## config.mk

```make
export PLATFORM = sky130hd
export DESIGN_NAME = dbcq_cmd_fifo
export DESIGN_NICKNAME = d
export VERILOG_FILES = /design/src/rtl/dbcq_pkg.sv /design/src/rtl/dbcq_cmd_fifo.sv
export SDC_FILE = /design/constraint.sdc
export NUM_CORES = 1
export LEC_CHECK = 0
export BUFFER_PORTS_ARGS = -buffer_cell sky130_fd_sc_hd__buf_2
export CORE_ASPECT_RATIO = 1.1
export CORE_MARGIN = 2
export CORE_UTILIZATION = 55
export CTS_CLUSTER_DIAMETER = 120
export CTS_CLUSTER_SIZE = 16
export DETAILED_ROUTE_END_ITERATION = 7
export PLACE_DENSITY = 0.85
export REMOVE_ABC_BUFFERS = 1
export SLEW_MARGIN = 10
export SYNTH_ARGS = -nofsm -noshare
export SYNTH_HDL_FRONTEND = slang
export SYNTH_SLANG_ARGS = --single-unit
```

## constraint.sdc

```tcl
create_clock -name clk -period 3.5 [get_ports clk]
set_input_delay 0.175 -clock clk [delete_from_list [all_inputs] [get_ports clk]]
set_output_delay 0.175 -clock clk [all_outputs]
set_load 0.02 [all_outputs]
```

## src/rtl/dbcq_pkg.sv

```systemverilog
`default_nettype none

package dbcq_pkg;

  // Field widths of the words on the channels.
  localparam int REQ_TYPE_W = 2;
  localparam int DEV_W      = 2;
  localparam int BLK_W      = 32;
  localparam int ACTION_W   = 4;
  localparam int LBA_W      = 48;
  localparam int SCNT_W     = 2;
  localparam int CMD_CODE_W = 8;
  localparam int MASK_W     = 4;

  // Defaults for the top-level parameters.
  localparam int QUEUE_DEPTH_DEF = 64;
  localparam int NUM_DEVICES_DEF = 4;

  // Depth of the command queue between the front and the back.
  localparam int CMD_FIFO_DEPTH = 2;

  // ATA opcodes and the transfer size of one block.
  localparam logic [CMD_CODE_W-1:0] CMD_RD_EXT        = 8'h24;
  localparam logic [CMD_CODE_W-1:0] CMD_WR_EXT        = 8'h34;
  localparam logic [SCNT_W-1:0]     SECTORS_PER_BLOCK = 2'd2;

  // Request type codes on the input word.
  typedef enum logic [REQ_TYPE_W-1:0] {
    RT_READ    = 2'd0,
    RT_WRITE   = 2'd1,
    RT_IRQ     = 2'd2,
    RT_UNKNOWN = 2'd3
  } req_type_t;

  // Action codes on the result word.
  typedef enum logic [ACTION_W-1:0] {
    ACT_REJECT      = 4'd0,
    ACT_FULL        = 4'd1,
    ACT_QUEUED      = 4'd2,
    ACT_ISSUE_RD    = 4'd3,
    ACT_ISSUE_WR    = 4'd4,
    ACT_DONE_RD     = 4'd5,
    ACT_DONE_WR     = 4'd6,
    ACT_IRQ_DROP    = 4'd7,
    ACT_IRQ_INVALID = 4'd8,
    ACT_IRQ_EMPTY   = 4'd9
  } action_t;

  // Class the front gives each word.
  typedef enum logic [1:0] {
    CK_REJECT,
    CK_IRQ_INVALID,
    CK_ENQ,
    CK_IRQ
  } cmd_kind_t;

  // Classified command passed from the front to the back.
  typedef struct packed {
    cmd_kind_t         kind;
    logic              wr;
    logic [DEV_W-1:0]  dev;
    logic [BLK_W-1:0]  blk;
  } cmd_t;

  // One stored queue entry.
  typedef struct packed {
    logic              wr;
    logic [BLK_W-1:0]  blk;
  } entry_t;

  // Sequencer states of the back.
  typedef enum logic [1:0] {
    BK_IDLE,
    BK_EXEC,
    BK_DONE,
    BK_NEXT
  } back_state_t;

endpackage

`default_nettype wire

```

## src/rtl/dbcq_cmd_fifo.sv

```systemverilog
`default_nettype none

module dbcq_cmd_fifo
  import dbcq_pkg::*;
(
  input  wire logic clk,
  input  wire logic rst_n,
  input  wire logic push_valid,
  output logic      push_ready,
  input  cmd_t      push_data,
  output logic      pop_valid,
  input  wire logic pop_ready,
  output cmd_t      pop_data
);

  localparam int PTR_W = (CMD_FIFO_DEPTH > 1) ? $clog2(CMD_FIFO_DEPTH) : 1;
  localparam int CNT_W = $clog2(CMD_FIFO_DEPTH + 1);
  localparam logic [PTR_W-1:0] PTR_LAST = PTR_W'(CMD_FIFO_DEPTH - 1);
  localparam logic [CNT_W-1:0] CNT_FULL = CNT_W'(CMD_FIFO_DEPTH);

  cmd_t             slot_r [CMD_FIFO_DEPTH];
  logic [PTR_W-1:0] wptr_r;
  logic [PTR_W-1:0] rptr_r;
  logic [CNT_W-1:0] cnt_r;
  logic             do_push;
  logic             do_pop;

  assign push_ready = (cnt_r != CNT_FULL);
  assign pop_valid  = (cnt_r != '0);
  assign pop_data   = slot_r[rptr_r];
  assign do_push    = push_valid && push_ready;
  assign do_pop     = pop_valid && pop_ready;

  // Storage slots.
  always_ff @(posedge clk) begin
    if (do_push) begin
      slot_r[wptr_r] <= push_data;
    end
  end

  // Pointers and fill level.
  always_ff @(posedge clk) begin
    if (!rst_n) begin
      wptr_r <= '0;
      rptr_r <= '0;
      cnt_r  <= '0;
    end else begin
      if (do_push) begin
        wptr_r <= (wptr_r == PTR_LAST) ? '0 : wptr_r + 1'b1;
      end
      if (do_pop) begin
        rptr_r <= (rptr_r == PTR_LAST) ? '0 : rptr_r + 1'b1;
      end
      if (do_push && !do_pop) begin
        cnt_r <= cnt_r + 1'b1;
      end else if (do_pop && !do_push) begin
        cnt_r <= cnt_r - 1'b1;
      end
    end
  end

endmodule

`default_nettype wire

```

# Word level (Yosys, flattened, before mapping)
# Memory sizes are Yosys's and may differ from the RTL's. A register that Yosys moved wholly into a read port is not among the register bits.
# Cells that the tools add are included.
# Widths: inputs -> output; s select.
[classes]
magnitude_cmp = 0
multipliers = 0
shifts = 0
mux = 8
addsub = 4
reduce_logical = 8
div_mod_pow = 0
n_eq_ne = 1
bitwise = 0
[ops]
columns = ["op", "count"]
rows = [
  ["$mux 1", 6],
  ["$logic_and 1x1->1", 4],
  ["$mux 2", 2],
  ["$reduce_bool 2->1", 2],
  ["$add 1x1->1 const B", 2],
  ["$add 2x1->2 const B", 1],
  ["$logic_not 1->1", 2],
  ["$ne 2x2->1 const B", 1],
  ["$sub 2x1->2 const B", 1],
]
[totals]
ram_bits = 74
inputBits = 41
reg_bits = 4
rom_bits = 0
latchBits = 0
memories = 1
[memory_table]
columns = ["memory", "depth", "width", "rd", "rd_ports_with_merged_regs", "write_ports", "line", "source"]
rows = [
  ["slot_r", 2, 37, 1, 1, 1, "dbcq_cmd_fifo.sv:21", "cmd_t slot_r [CMD_FIFO_DEPTH];"],
]

# Logic depth before layout (Yosys ltp)
[logic_depth]
word_depth = 6
depth_mapped = 6
mapped_depth_nobuf = 6

# Worst setup path before layout
# OpenSTA, ideal clock, no wires.
[synth_path]
path_type = "register to register"
from = "reg cnt_r[0]"
to = "mem slot_r[1][0] (netlist bit) (enable)"
setup_time_ns = 0.398
path_buffers = 0
arrival_time_ns = 1.549
synth_period_minus_slack_ns = 1.947
path_stages_with_launch = 3
t_required_ns = 3.102
setup_slack_ns = 1.553
cell_sequence = "dfxtp_1 nand2b_4 and3_1"
[synth_between]
elab_chain_cells = 4
[synth_lines]
columns = ["element", "line", "source"]
rows = [
  ["from (decl)", "dbcq_cmd_fifo.sv:24", "logic [CNT_W-1:0] cnt_r;"],
  ["from (signal assigned)", "dbcq_cmd_fifo.sv:55", "cnt_r <= cnt_r + 1'b1;"],
  ["from (signal assigned)", "dbcq_cmd_fifo.sv:57", "cnt_r <= cnt_r - 1'b1;"],
  ["$ne 2x2->1", "dbcq_cmd_fifo.sv:28", "assign push_ready = (cnt_r != CNT_FULL);"],
  ["net push_ready", "dbcq_cmd_fifo.sv:9", "output logic push_ready,"],
  ["$logic_and 1x1->1", "dbcq_cmd_fifo.sv:31", "assign do_push = push_valid && push_ready;"],
  ["$mux 1", "dbcq_cmd_fifo.sv:36", "if (do_push) begin"],
  ["$mux 1 (not written as such)", "dbcq_cmd_fifo.sv:37", "slot_r[wptr_r] <= push_data;"],
  ["to (decl)", "dbcq_cmd_fifo.sv:21", ""],
]
# The timed path passes the listed nets, and every way through them passes these cells.

==> metrics <==
static leakage around 1.4 nW; CTS Hold Bufs 0; clk_lat worst skew about 0.33 ns; share of cells above drive strength 1 58.9%; TritonRoute pass-1 iters 4; Worst Max-Slew Pin Slew 0.867 ns; Die Span X 73.3 um; Final HPWL DP 2950 um; fin util roughly 71%; IO Pins 80; Final Hold Fails 0; die area 0.00589 mm^2; Design Area, Final 0.00358 mm^2; Setup Buffers After CTS 0; dpl ws 1.61 ns; P&R area growth vs syn 23.2%; Yosys reg bits between 70 and 80; CTS buffer count 9; remaining global-route overflow 0; WP data arrival 1.80 ns; crit path kind reg2out; Resize count post-CTS 0; RSZ-0062 raised after global routing false; top cell type's share of synthesized area between 70% and 80%; Final ANT Viol Nets 0; status complete, no violations; Pwr Density about 750 mW/mm^2; Residual DRC 0; RD Place Congestion 0.703; cells after synthesis 139; dpl cell area 0.00336 mm^2; Syn. warnings 0; number of instances in the placed design 273; Slew Viols, Final 0; wire per inst 15.7 um; Finished Layout Cells between 200 and 300; CTS clk-pin slew, worst paths around 0.070 ns; final setup margin 1.52 ns; FF+latch area about 0.0023 mm^2; Crit path required time 3.32 ns; Initial Util 57.4%; Fin Setup TNS 0 ns; Iter 0 DRT Violations 120; sequential share of the synthesized area 79.8%; fin crit share 56.5%; Rel. slew slack 42.2%; fmax 506 MHz; global-route wire length before repair 6920 um; top cells by area, synth edfxtp_1, mux2_2, dfxtp_1; Post-layout nets 268; Clock Path Buffers 2; Vias/cell 5.21; root buffer cell clkbuf_8; max cap viols 0; H-tree levels 3; Routed WL 4540 um; total power 2.69 mW; Hold Path Class in2reg; syn_area_per_cell about 21 um^2; Multi-input gate area 557 um^2; total track usage 16.1%; IR drop worst, VDD ~0.00052 V; Unique masters post-synth 20; initial antenna violation count 0; Fillers 345; Sink Count about 80; clock skew 0.00344 ns; setup violators final 0; Hold Slack 0.0317 ns; Critical Path End Type output pin; Antenna diodes 0; num rows 27; CTS tree done; largest net degree at the start of global routing 38; critical path peak fanout 37; vias in the first global route 1,522; Tmin final 1.98 ns; Startpoint Class flop; Core Area 0.00507 mm^2; via count roughly 1,500; Netlist Area Pre-Place 0.00291 mm^2; die height about 80 um; # port buffers 79; post-synth top area cell edfxtp_1
==> where the power goes <==
| group | internal (mW) | leakage, nW | switching [mW] |
|---|---|---|---|
| sequential | 1.18 | 0.733 | 0.0932 |
| clock | 0.440 | 0.114 | 0.286 |
| combinational | 0.307 | 0.513 | 0.377 |
==> kinds of logic after synthesis <==
kind of cell | synth area share (%)
xor gates and xnor gates | 0.903
and+or+nand+nor | 2.24
AOI/OAI and AO/OA | 1.20
muxes | 14.3
buffers and inverters | 1.07
DFF | 79.8
adders and majority gates | 0.430
==> final timing paths <==
check / from / slack [ns] / depth (start not counted) / endpoint
min reg2reg: cnt_r[1] / 0.57 / 2 / cnt_r[1]
max reg2reg: cnt_r[0] / 1.64 / 4 / slot_r[0][10]
max: flop / 1.52 / 2 / pop_data[20]
min: push_data[6] / 0.03 / 1 / slot_r[0][6]
==> sequential cells by signal, summed over array words and instances, names as in the netlist, named ones only <==
signal / flops
rptr_r: 1
slot_r: 74
wptr_r: 1
cnt_r: 2
==> layout by cell type, fill, tap and decap left out, types with 2 or more instances in the layout <==
cell,count
edfxtp_1,74
xnor2_1,2
dfxtp_1,4
clkbuf_1,2
mux2_2,37
clkbuf_8,11
bufinv_16,2
buf_2,79
and2_1,4
==> worst max-delay path: stages (launching register included) <==
cell     delay (ns)
dfxtp_2        0.88
mux2_2         0.43
buf_2          0.16
==> cells in the mapped netlist, drive strengths merged <==
cell type	n
mux2	37
xnor2	2
buf	4
edfxtp	74
or3	1
ha	1
nand3b	1
inv	1
a21boi	2
dfxtp	5
and3	1
nand2b	1
or2	1
xor2	1
a21bo	1
o21ai	2
and2	4
==> final cells by class <==
type	count	area share, %
well taps	58	2.03
clock inverters	3	1.82
flip-flops and latches	79	64.8
clock buffers	13	4.43
repair buffers	80	11.2
inverters	1	0.105
multi-input cells	55	15.5
==> per-layer routing <==
layer  vias up  global-route usage [%]  share of wire (%)
met4         0                    4.91               0.51
met5         -                       0                  0
met3         4                    7.40                6.4
met2        53                    27.0                 51
li1        711                       -                  -
met1       738                    18.3                 42
Power figures use the tool's default switching activity.
