[src/rtl/dbcq_pkg.sv]
`default_nettype none

package dbcq_pkg;

  // Field widths of the words on the channels.
  localparam int REQ_TYPE_W = 2;
  localparam int DEV_W      = 2;
  localparam int BLK_W      = 32;
  localparam int ACTION_W   = 4;
  localparam int LBA_W      = 48;
  localparam int SCNT_W     = 2;
  localparam int CMD_CODE_W = 8;
  localparam int MASK_W     = 4;

  // Defaults for the top-level parameters.
  localparam int QUEUE_DEPTH_DEF = 64;
  localparam int NUM_DEVICES_DEF = 4;

  // Depth of the command queue between the front and the back.
  localparam int CMD_FIFO_DEPTH = 2;

  // ATA opcodes and the transfer size of one block.
  localparam logic [CMD_CODE_W-1:0] CMD_RD_EXT        = 8'h24;
  localparam logic [CMD_CODE_W-1:0] CMD_WR_EXT        = 8'h34;
  localparam logic [SCNT_W-1:0]     SECTORS_PER_BLOCK = 2'd2;

  // Request type codes on the input word.
  typedef enum logic [REQ_TYPE_W-1:0] {
    RT_READ    = 2'd0,
    RT_WRITE   = 2'd1,
    RT_IRQ     = 2'd2,
    RT_UNKNOWN = 2'd3
  } req_type_t;

  // Action codes on the result word.
  typedef enum logic [ACTION_W-1:0] {
    ACT_REJECT      = 4'd0,
    ACT_FULL        = 4'd1,
    ACT_QUEUED      = 4'd2,
    ACT_ISSUE_RD    = 4'd3,
    ACT_ISSUE_WR    = 4'd4,
    ACT_DONE_RD     = 4'd5,
    ACT_DONE_WR     = 4'd6,
    ACT_IRQ_DROP    = 4'd7,
    ACT_IRQ_INVALID = 4'd8,
    ACT_IRQ_EMPTY   = 4'd9
  } action_t;

  // Class the front gives each word.
  typedef enum logic [1:0] {
    CK_REJECT,
    CK_IRQ_INVALID,
    CK_ENQ,
    CK_IRQ
  } cmd_kind_t;

  // Classified command passed from the front to the back.
  typedef struct packed {
    cmd_kind_t         kind;
    logic              wr;
    logic [DEV_W-1:0]  dev;
    logic [BLK_W-1:0]  blk;
  } cmd_t;

  // One stored queue entry.
  typedef struct packed {
    logic              wr;
    logic [BLK_W-1:0]  blk;
  } entry_t;

  // Sequencer states of the back.
  typedef enum logic [1:0] {
    BK_IDLE,
    BK_EXEC,
    BK_DONE,
    BK_NEXT
  } back_state_t;

endpackage

`default_nettype wire

[src/rtl/dbcq_in_if.sv]
`default_nettype none

// Request channel: read and write requests and device interrupts.
interface dbcq_in_if import dbcq_pkg::*; ();
  logic                  valid;
  logic                  ready;
  logic [REQ_TYPE_W-1:0] req_type;
  logic [DEV_W-1:0]      device;
  logic [BLK_W-1:0]      block_num;

  modport source (output valid, output req_type, output device, output block_num,
                  input ready);
  modport sink (input valid, input req_type, input device, input block_num,
                output ready);
endinterface

`default_nettype wire

[src/rtl/dbcq_front.sv]
`default_nettype none

module dbcq_front
  import dbcq_pkg::*;
#(
  parameter int NUM_DEVICES = NUM_DEVICES_DEF
) (
  input  wire logic              clk,
  input  wire logic              rst_n,
  input  wire logic              cfg_we,
  input  wire logic [MASK_W-1:0] cfg_wdata,
  dbcq_in_if.sink                in_req,
  output logic                   cmd_valid,
  input  wire logic              cmd_ready,
  output cmd_t                   cmd_data
);

  localparam logic [DEV_W:0] NDEV_LIMIT = (DEV_W+1)'(NUM_DEVICES);

  logic [MASK_W-1:0] mask_r;
  logic              dev_ok;

  // Device valid mask register.
  always_ff @(posedge clk) begin
    if (!rst_n) begin
      mask_r <= '0;
    end else if (cfg_we) begin
      mask_r <= cfg_wdata;
    end
  end

  // A device is usable when it exists and probe marked it.
  assign dev_ok = ({1'b0, in_req.device} < NDEV_LIMIT) && mask_r[in_req.device];

  // Classify the incoming word.
  always_comb begin
    cmd_data.dev = in_req.device;
    cmd_data.blk = in_req.block_num;
    cmd_data.wr  = (in_req.req_type == RT_WRITE);
    unique case (in_req.req_type)
      RT_READ, RT_WRITE: cmd_data.kind = dev_ok ? CK_ENQ : CK_REJECT;
      RT_IRQ:            cmd_data.kind = dev_ok ? CK_IRQ : CK_IRQ_INVALID;
      default:           cmd_data.kind = CK_REJECT;
    endcase
  end

  // Words pass straight into the command queue.
  assign cmd_valid    = in_req.valid;
  assign in_req.ready = cmd_ready;

endmodule

`default_nettype wire

[src/flat_wrapper.sv]
// flat-port wrapper written by rule: the top's interface ports become plain ports
module dbcq_front_flat import dbcq_pkg::*;
#(
  parameter int NUM_DEVICES = NUM_DEVICES_DEF
)
  (clk, rst_n, cfg_we, cfg_wdata, cmd_valid, cmd_ready, cmd_data, in_req_valid, in_req_req_type, in_req_device, in_req_block_num, in_req_ready);
  dbcq_in_if in_req_i ();
  input  wire logic clk;
  input  wire logic rst_n;
  input  wire logic cfg_we;
  input  wire logic [MASK_W-1:0] cfg_wdata;
  output logic cmd_valid;
  input  wire logic cmd_ready;
  output cmd_t cmd_data;
  input wire logic [$bits(in_req_i.valid)-1:0] in_req_valid;
  input wire logic [$bits(in_req_i.req_type)-1:0] in_req_req_type;
  input wire logic [$bits(in_req_i.device)-1:0] in_req_device;
  input wire logic [$bits(in_req_i.block_num)-1:0] in_req_block_num;
  output wire logic [$bits(in_req_i.ready)-1:0] in_req_ready;
  assign in_req_i.valid = in_req_valid;
  assign in_req_i.req_type = in_req_req_type;
  assign in_req_i.device = in_req_device;
  assign in_req_i.block_num = in_req_block_num;
  assign in_req_ready = in_req_i.ready;
  dbcq_front #(.NUM_DEVICES(NUM_DEVICES)) u_core (.clk(clk), .rst_n(rst_n), .cfg_we(cfg_we), .cfg_wdata(cfg_wdata), .in_req(in_req_i), .cmd_valid(cmd_valid), .cmd_ready(cmd_ready), .cmd_data(cmd_data));
endmodule
[config.mk]
export PLATFORM = sky130hd
export DESIGN_NAME = dbcq_front_flat
export DESIGN_NICKNAME = d
export VERILOG_FILES = /design/src/rtl/dbcq_pkg.sv /design/src/rtl/dbcq_in_if.sv /design/src/rtl/dbcq_front.sv /design/src/flat_wrapper.sv
export SDC_FILE = /design/constraint.sdc
export NUM_CORES = 1
export LEC_CHECK = 0
export BUFFER_PORTS_ARGS = -buffer_cell sky130_fd_sc_hd__buf_2
export CORE_MARGIN = 4
export CORE_UTILIZATION = 28
export CTS_CLUSTER_DIAMETER = 30
export CTS_CLUSTER_SIZE = 24
export DETAILED_ROUTE_END_ITERATION = 6
export HOLD_SLACK_MARGIN = 0.05
export PLACE_DENSITY_LB_ADDON = 0.05
export RECOVER_POWER = 100
export SKIP_LAST_GASP = 1
export SLEW_MARGIN = 20
export SYNTH_ARGS = -nofsm -noshare
export SYNTH_HDL_FRONTEND = slang
export SYNTH_SLANG_ARGS = --single-unit
[constraint.sdc]
create_clock -name clk -period 1.8 [get_ports clk]
set_clock_uncertainty 0.15 [all_clocks]
set_input_delay 0.36 -clock clk [delete_from_list [all_inputs] [get_ports clk]]
set_output_delay 0.36 -clock clk [all_outputs]
set_load 0.005 [all_outputs]
# Yosys cells after proc, flatten, opt, wreduce, memory -nomap -nowiden
# Index checks and enable logic that the tools add are counted.
[totals]
reg_bits = 4
latch_bits = 0
mem_bits_rw = 0
romBits = 0
in_bits = 45
output_inout_bits = 39
n_memories = 0
[op_classes]
n_addsub = 0
n_mul = 0
div_mod_pow = 0
magnitude_cmp = 1
n_eq_ne = 2
shifts = 0
muxes = 5
bitwise = 0
reduce_logical = 2
[ops]
columns = ["cell", "n"]
rows = [
  ["2-to-1 mux 2 bit", 2],
  ["case mux 2 bit (2 select lines)", 1],
  ["< comparator 2 x 3 -> 1 bit, second input constant", 1],
  ["binary-select mux 1 bit (select 2 bit)", 1],
  ["equality test 2 x 1 -> 1 bit, second input constant", 1],
  ["equality test 2 bit, second input constant", 1],
  ["zero test 2 bit", 1],
  ["OR reduction 2 bit", 1],
  ["2-to-1 mux 1 bit", 1],
]

# Logic depth before layout (Yosys ltp)
# Gate-level depths: netlist of run 1.
[logic_depth]
word_depth = 4
depth_mapped = 3
ltp_nobuf = 2

# Worst setup path after synthesis of run 1
# No wires, ideal clock.
[synth_timing]
path_kind = "in2out"
startpoint = "input port in_req_device[1]"
endpoint = "output port cmd_data[36] (netlist bit)"
t_arrival_ns = 0.957
slack_ns = 0.333
cell_stages = 2
n_path_buf = 0
cell_sequence = "mux4_2 > a21boi_1"
[synth_rtl]
columns = ["element", "line_no", "rtl"]
rows = [
  ["start: declaration", "flat_wrapper.sv:17", "input wire logic [$bits(in_req_i.device)-1:0] in_req_device;"],
  ["end: declaration", "flat_wrapper.sv:14", "output cmd_t cmd_data;"],
]

==> summary.txt, run 1 <==
Run status
  – Outcome: finished clean

Global routing
  – Total GRT Usage: under 10%
  – Largest net degree at the start of global routing: 5
  – Initial antenna violation count: 0
  – First-pass GRT wire length: 1497 um
  – Remaining Overflow, GRT: 0
  – Vias in the first global route: about 270

Critical path
  – Critical path peak fanout: 2
  – CP Data Required Time: between 1000 and 1500 ps
  – Critical path class: reg2out
  – Buffers & Inverters on Critical Path: 1
  – Worst reg2reg setup slack: 1040 ps
  – CP top delay family: multiplexers
  – Worst Setup SP: u_core.mask_r[3]$_SDFFE_PN0P_
  – CP peak stage delay: 450 ps
  – CP Cell Sequence: mux4_2, a21boi_1, buf_2
  – Setup crit end kind: primary output
  – Critical path's slowest cell: mux4_2
  – Critical path startpoint category: flop
  – Worst EP arrival: 1250 ps
  – RR Startpoint: u_core.mask_r[2]$_SDFFE_PN0P_

Logic synthesis
  – Seq/Total Area, Yosys: 17.30%
  – Async set-reset flop share out of synthesis: 0%
  – Yosys top cell by area: buf_4
  – Most frequent cells after synthesis: 36 x buf_4, 6 x nor2b_1, 4 x dfxtp_1, 4 x mux2i_1
  – Ys flop type: dfxtp_1
  – Top-count cell post-synth: buf_4
  – Gate count of the mapped netlist: 53
  – EDFF count, synth: 0
  – Net count after synthesis: 98
  – #FFs+latches synth: 4
  – Top-area cell type share of the netlist area: 58.38%
  – Yosys warnings: 0
  – Synth unique cells: 7
  – Post-Syn Area: 462.9 um^2
  – Mean Syn Cell Area: 8.735 um^2
  – Dominant cells by area after synthesis: buf_4 58%, dfxtp_1 17%, mux2i_1 8.6%

Routing
  – Total iterations of the first detailed-routing run: 1
  – Detailed Route Iter0 Violations: 0
  – Avg WL per Cell: 21.08 um
  – Via density: between 4 and 5
  – DRC: 0
  – Drt total wl: 1054 um
  – Vias after detailed routing: 234
  – Detail Route Antenna Nets: 0

Floorplan
  – Core area: ~0.0015 mm^2
  – Die Area: approximately 0.0024 mm^2
  – Die span in x: 48.66 um
  – IO Count: 84
  – Initial Utilization: 30.03%
  – Site row count: 14
  – Die Ht: 48.66 um

Pwr
  – Worst IR drop on VDD: about 210 uV
  – Pwr dens: 801.5 mW/mm^2
  – Sequential share of power: 40.3%
  – Switching power: 0.00005026 W
  – Internal power: ~0.00019 W
  – Sw Share: slightly above 20%
  – Clk pwr share: 44.3%
  – Leakage: 0.1407 nW
  – Tot Pwr: 0.0002417 W
  – Gate power share: between 15 and 20%

Cells and area
  – Sequential Area: 81.33 um^2
  – Nets: 81
  – Area growth, synth to finish: -34.86%
  – Final core occ: 19.56%
  – Multi-input logic area: 107.6 um^2
  – Top flop regs: u_core.mask_r x4
  – Share of layout cells above drive strength 1: between 40% and 50%
  – Antenna Cells: 0
  – Filler cell count: 180
  – Largest register FFs: 4
  – Most flops, register: u_core.mask_r

Timing
  – RSZ-0062 raised after global routing: true
  – Fin. Hold Viols: 0
  – Post-layout min period: 1763 ps
  – Part of the cycle the worst path needs: 97.93%
  – # setup viols final: 0
  – Fin. max-slew vios: 0
  – Max-slew headroom: 81.78%
  – Max Clk Rate: 0.5673 GHz
  – Worst Tran Pin Value: between 200 and 300 ps
  – Hold Slack: 228.3 ps

Clocking
  – Sink Count: 4
  – Worst-skew pair later-pin latency: 230 ps
  – CTS root buf: clkbuf_4
  – Clock transition at path regs: 30 ps
  – H-tree depth: 1
  – Post-CTS Setup Bufs: 0
  – CTS Buf Count: 3
  – Clk buf depth: 2
  – CTS tree: built

Placed design
  – Gp weighted congestion: 0.6530
  – PortBufs: 15

Worst hold path
  – Worst Hold Launch: rst_n
  – Worst hold path type: in2reg

Job
  – Max Cap Viol: 0
## power by group through the flow
stage / sequential, W / clock (W) / combinational (W)
after global routing: 0.0000978 / 0.000117 / 0.0000423
final: 0.0000975 / 0.000107 / 0.0000372
after global placement: 0.0000990 / 0 / 0.0000385
after CTS: 0.0000972 / 0.000115 / 0.0000391
after floorplan: 0.0000975 / 0 / 0.0000832
after detailed placement: 0.0000986 / 0 / 0.0000391
## metal layers
metal / track usage [%] / part of all wire [%] / vias up
met3: 9.816 / 29 / 16
met5: 0 / 0 / -
met2: 10.43 / 42 / 46
met1: 4.067 / 19 / 80
met4: 14.80 / 9.9 / 0
li1: - / - / 92
## through the flow
stage / instances / setup WS [ps] / setup TNS [ps] / instance area (um^2)
detailed placement: 47 / 63.64 / 0 / 282.8
global route: 50 / -12.75 / -12.75 / 301.5
finish: 50 / 37.20 / 0 / 301.5
CTS: 50 / 11.96 / 0 / 305.3
floorplan: 53 / 333.3 / 0 / 462.9
global placement: 47 / 102.9 / 0 / 282.8
## worst paths after layout
kind,endpoint,cells past startpoint
setup reg to reg,u_core.mask_r[2]$_SDFFE_PN0P_,2
hold reg to reg,u_core.mask_r[1]$_SDFFE_PN0P_,2
hold / removal,u_core.mask_r[2]$_SDFFE_PN0P_,2
setup / recovery,cmd_data[36],3
## cell type report
type                            instances  share of cell area, %
Multi-Input combinational cell         12                  35.68
Sequential cell                         4                  26.97
Timing Repair Buffer                   15                  23.24
Clock buffer                            3                  7.469
Tap cell                               16                  6.639
## cells by family after synthesis
family	Yosys count	synth area share [%]
AOI/OAI and AO/OA	1	1.622
muxes	5	13.51
and+or+nand+nor	6	8.109
DFF	4	17.30
buffers and inverters	37	59.46
## worst reg2reg max path, stage by stage, from the launching register on
cell and delay (ps):
dfxtp_1 300, mux2i_1 140, nor2b_1 60
## cells in the final DEF, fill, tap and decap left out
master    instances
mux2i_1           4
dfxtp_1           3
dfxtp_2           1
clkbuf_1          4
mux4_2            1
nor2b_1           6
buf_2            11
a21boi_1          1
clkbuf_4          3
## timing repair
action | in CTS | in global routing
resized for setup | 0 | 1
hold buffers | 0 | 0
setup endpoints to repair | 0 | 1
(Power assumes the default switching activity.)
==> run 2, diff against run 1 <==
Settings changed: CAP_MARGIN from default to 20, CORE_UTILIZATION 28 to 26.
Clock period 1.8 ns to 2 ns, I/O delays scaled along.
==> summary.txt, run 2 (synthesized netlist as in run 1, its figures left out) <==
Run status
  – Outcome: finished clean (unchanged)

Routing
  – DRC: 0 (unchanged)
  – Detailed Route Iter0 Violations: 1 (was 0)
  – Detail Route Antenna Nets: 0 (unchanged)
  – Via density: 4.103 (was 4.680)
  – Total iterations of the first detailed-routing run: 2 (was 1)
  – Drt total wl: 905 um (was 1054 um)
  – Vias after detailed routing: 238 (was 234)
  – Avg WL per Cell: 15.60 um (was 21.08 um)

Timing
  – Worst Tran Pin Value: 273.0 ps (was 273.3 ps)
  – Post-layout min period: around 1800 ps
  – Fin. max-slew vios: 0 (unchanged)
  – Max Clk Rate: 0.5458 GHz
  – Fin. Hold Viols: 0 (unchanged)
  – Part of the cycle the worst path needs: 91.61%
  – # setup viols final: 0 (unchanged)
  – Post-layout worst setup margin: 167.7 ps (was 37.20 ps)
  – Max-slew headroom: 81.80% (was 81.78%)
  – RSZ-0062 raised after global routing: false (was true)
  – Fin Setup TNS: 0 ps (unchanged)

Critical path
  – Crit Reg-Reg Endpoint: u_core.mask_r[0]$_SDFFE_PN0P_ (was u_core.mask_r[2]$_SDFFE_PN0P_)
  – R2R cell count: 2 (unchanged)
  – Worst reg2reg setup slack: 1240 ps (was 1040 ps)
  – Worst EP arrival: 1280 ps (was 1250 ps)
  – Critical path's slowest cell: mux4_2 (unchanged)
  – RR Startpoint: u_core.mask_r[0]$_SDFFE_PN0P_ (was u_core.mask_r[2]$_SDFFE_PN0P_)
  – Critical path startpoint category: primary input (was flop)
  – Critical path class: in2out (was reg2out)
  – CP Cell Sequence: clkbuf_1, mux4_2, a21boi_0, buf_2 (was mux4_2, a21boi_1, buf_2)
  – Critical path peak fanout: 2 (unchanged)
  – Setup crit end kind: primary output (unchanged)
  – CP peak stage delay: 500 ps (was 450 ps)
  – CP Data Required Time: 1450 ps (was 1290 ps)

Cells and area
  – Antenna Cells: 0 (unchanged)
  – Largest register FFs: 4 (unchanged)
  – Most flops, register: u_core.mask_r (unchanged)
  – Final core occ: 19.39% (was 19.56%)
  – Nets: 81 (unchanged)
  – Area growth, synth to finish: -33.24% (was -34.86%)
  – Sequential Area: 80.08 um^2 (was 81.33 um^2)
  – Final instance area: 309.0 um^2 (was 301.5 um^2)
  – Share of layout cells above drive strength 1: 41.18% (was 47.06%)
  – Multi-input logic area: 107.6 um^2 (unchanged)
  – Top flop regs: u_core.mask_r x4 (unchanged)
  – Most common cell after layout, fill and taps aside: buf_2 (unchanged)
  – Filler cell count: 190 (was 180)
  – Most frequent cells in the layout: 10 x buf_2, 6 x nor2b_1, 5 x clkbuf_1 (was 11 x buf_2, 6 x nor2b_1, 4 x mux2i_1, 4 x clkbuf_1)

Pwr
  – Switching power: 0.00004544 W (was 0.00005026 W)
  – Pwr dens: 702.2 mW/mm^2 (was 801.5 mW/mm^2)
  – Leakage: 0.1367 nW (was 0.1407 nW)
  – Worst IR drop on VDD: 311.0 uV (was 207.1 uV)
  – Internal power: 0.0001716 W (was 0.0001914 W)
  – Sw Share: 20.94% (was 20.80%)
  – Clk pwr share: 44.7% (was 44.3%)
  – Tot Pwr: 0.0002170 W (was 0.0002417 W)
  – Sequential share of power: 40.4% (was 40.3%)
  – Gate power share: 14.9% (was 15.4%)

Worst hold path
  – Worst hold path type: in2reg (unchanged)
  – WHS Path Cells: 2 (unchanged)
  – Worst Hold Launch: rst_n (unchanged)
  – Hold EP: u_core.mask_r[2]$_SDFFE_PN0P_ (unchanged)

Job
  – Max Cap Viol: 0 (unchanged)

Global routing
  – Total GRT Usage: 7.279% (was 8.480%)
  – Vias in the first global route: 278 (was 268)
  – Initial antenna violation count: 0 (unchanged)
  – Remaining Overflow, GRT: 0 (unchanged)
  – Largest net degree at the start of global routing: 5 (unchanged)
  – First-pass GRT wire length: 1317 um (was 1497 um)

Clocking
  – Sink Count: 4 (unchanged)
  – Worst-skew pair later-pin latency: 230 ps (about the same)
  – CTS Hold Buffers Added: 0 (unchanged)
  – CTS tree: built (unchanged)
  – CTS Buf Count: 3 (unchanged)
  – Clk buf depth: 2 (unchanged)
  – H-tree depth: 1 (unchanged)
  – Post-CTS Setup Bufs: 0 (unchanged)
  – Clock transition at path regs: 30 ps (about the same)
  – CTS resizes: 0 (unchanged)
  – CTS root buf: clkbuf_4 (unchanged)

Floorplan
  – IO Count: 84 (unchanged)
  – Die Ht: 50.20 um (was 48.66 um)
  – Site row count: 14 (unchanged)
  – Die span in x: 50.20 um (was 48.66 um)
  – Core area: 0.001594 mm^2 (was 0.001541 mm^2)
  – Die Area: 0.002520 mm^2 (was 0.002368 mm^2)
  – Initial Utilization: 29.04% (was 30.03%)

Placed design
  – Placed Area: 292.8 um^2 (was 282.8 um^2)
  – PortBufs: 15 (unchanged)
  – Gp weighted congestion: 0.6181 (was 0.6530)
  – Place WS: 193.4 ps (was 63.64 ps)
run 2: cell type report:
| cell class | instances | area share, % |
|---|---|---|
| Multi-Input combinational cell | 12 | 34.82 |
| Sequential cell | 4 | 25.91 |
| Timing Repair Buffer | 15 | 22.27 |
| Tap cell | 24 | 9.717 |
| Clock buffer | 3 | 7.287 |
run 2: worst max-delay path by stage:
stage / from / to / slack (ps)
after global routing: in_req_device[1] / cmd_data[36] / 100
after CTS: u_core.mask_r[3]$_SDFFE_PN0P_ / cmd_data[36] / 170
final: in_req_device[1] / cmd_data[36] / 170
after detailed placement: in_req_device[1] / cmd_data[36] / 190
after floorplan: in_req_device[1] / cmd_data[36] / 450
after global placement: in_req_device[1] / cmd_data[36] / 230
run 2: critical path: cells and delay by family:
family          cells  cell delay (ps)
compound gates      1              130
buf+inv             2              250
mux                 1              500
run 2: power groups by stage:
stage | registers, W | clock network [W] | logic [W]
after floorplan | 0.0000877 | 0 | 0.0000749
after global placement | 0.0000892 | 0 | 0.0000343
after detailed placement | 0.0000889 | 0 | 0.0000347
after CTS | 0.0000877 | 0.000104 | 0.0000347
after global routing | 0.0000882 | 0.000116 | 0.0000371
final | 0.0000877 | 0.0000971 | 0.0000323
run 2: stage by stage:
stage	hold WS (ps)	std cells
2_1_floorplan	326.8	53
3_3_place_gp	361.9	55
3_5_place_dp	365.4	55
4_1_cts	266.6	58
5_1_grt	283.9	58
6_report	271.6	58
run 2: routing by layer:
layer / track usage, % / share of wire (%) / vias to the layer above
li1: - / - / 92
met1: 3.584 / 20 / 97
met2: 11.96 / 45 / 31
met3: 5.917 / 25 / 18
met4: 10.60 / 10 / 0
met5: 0 / 0 / -
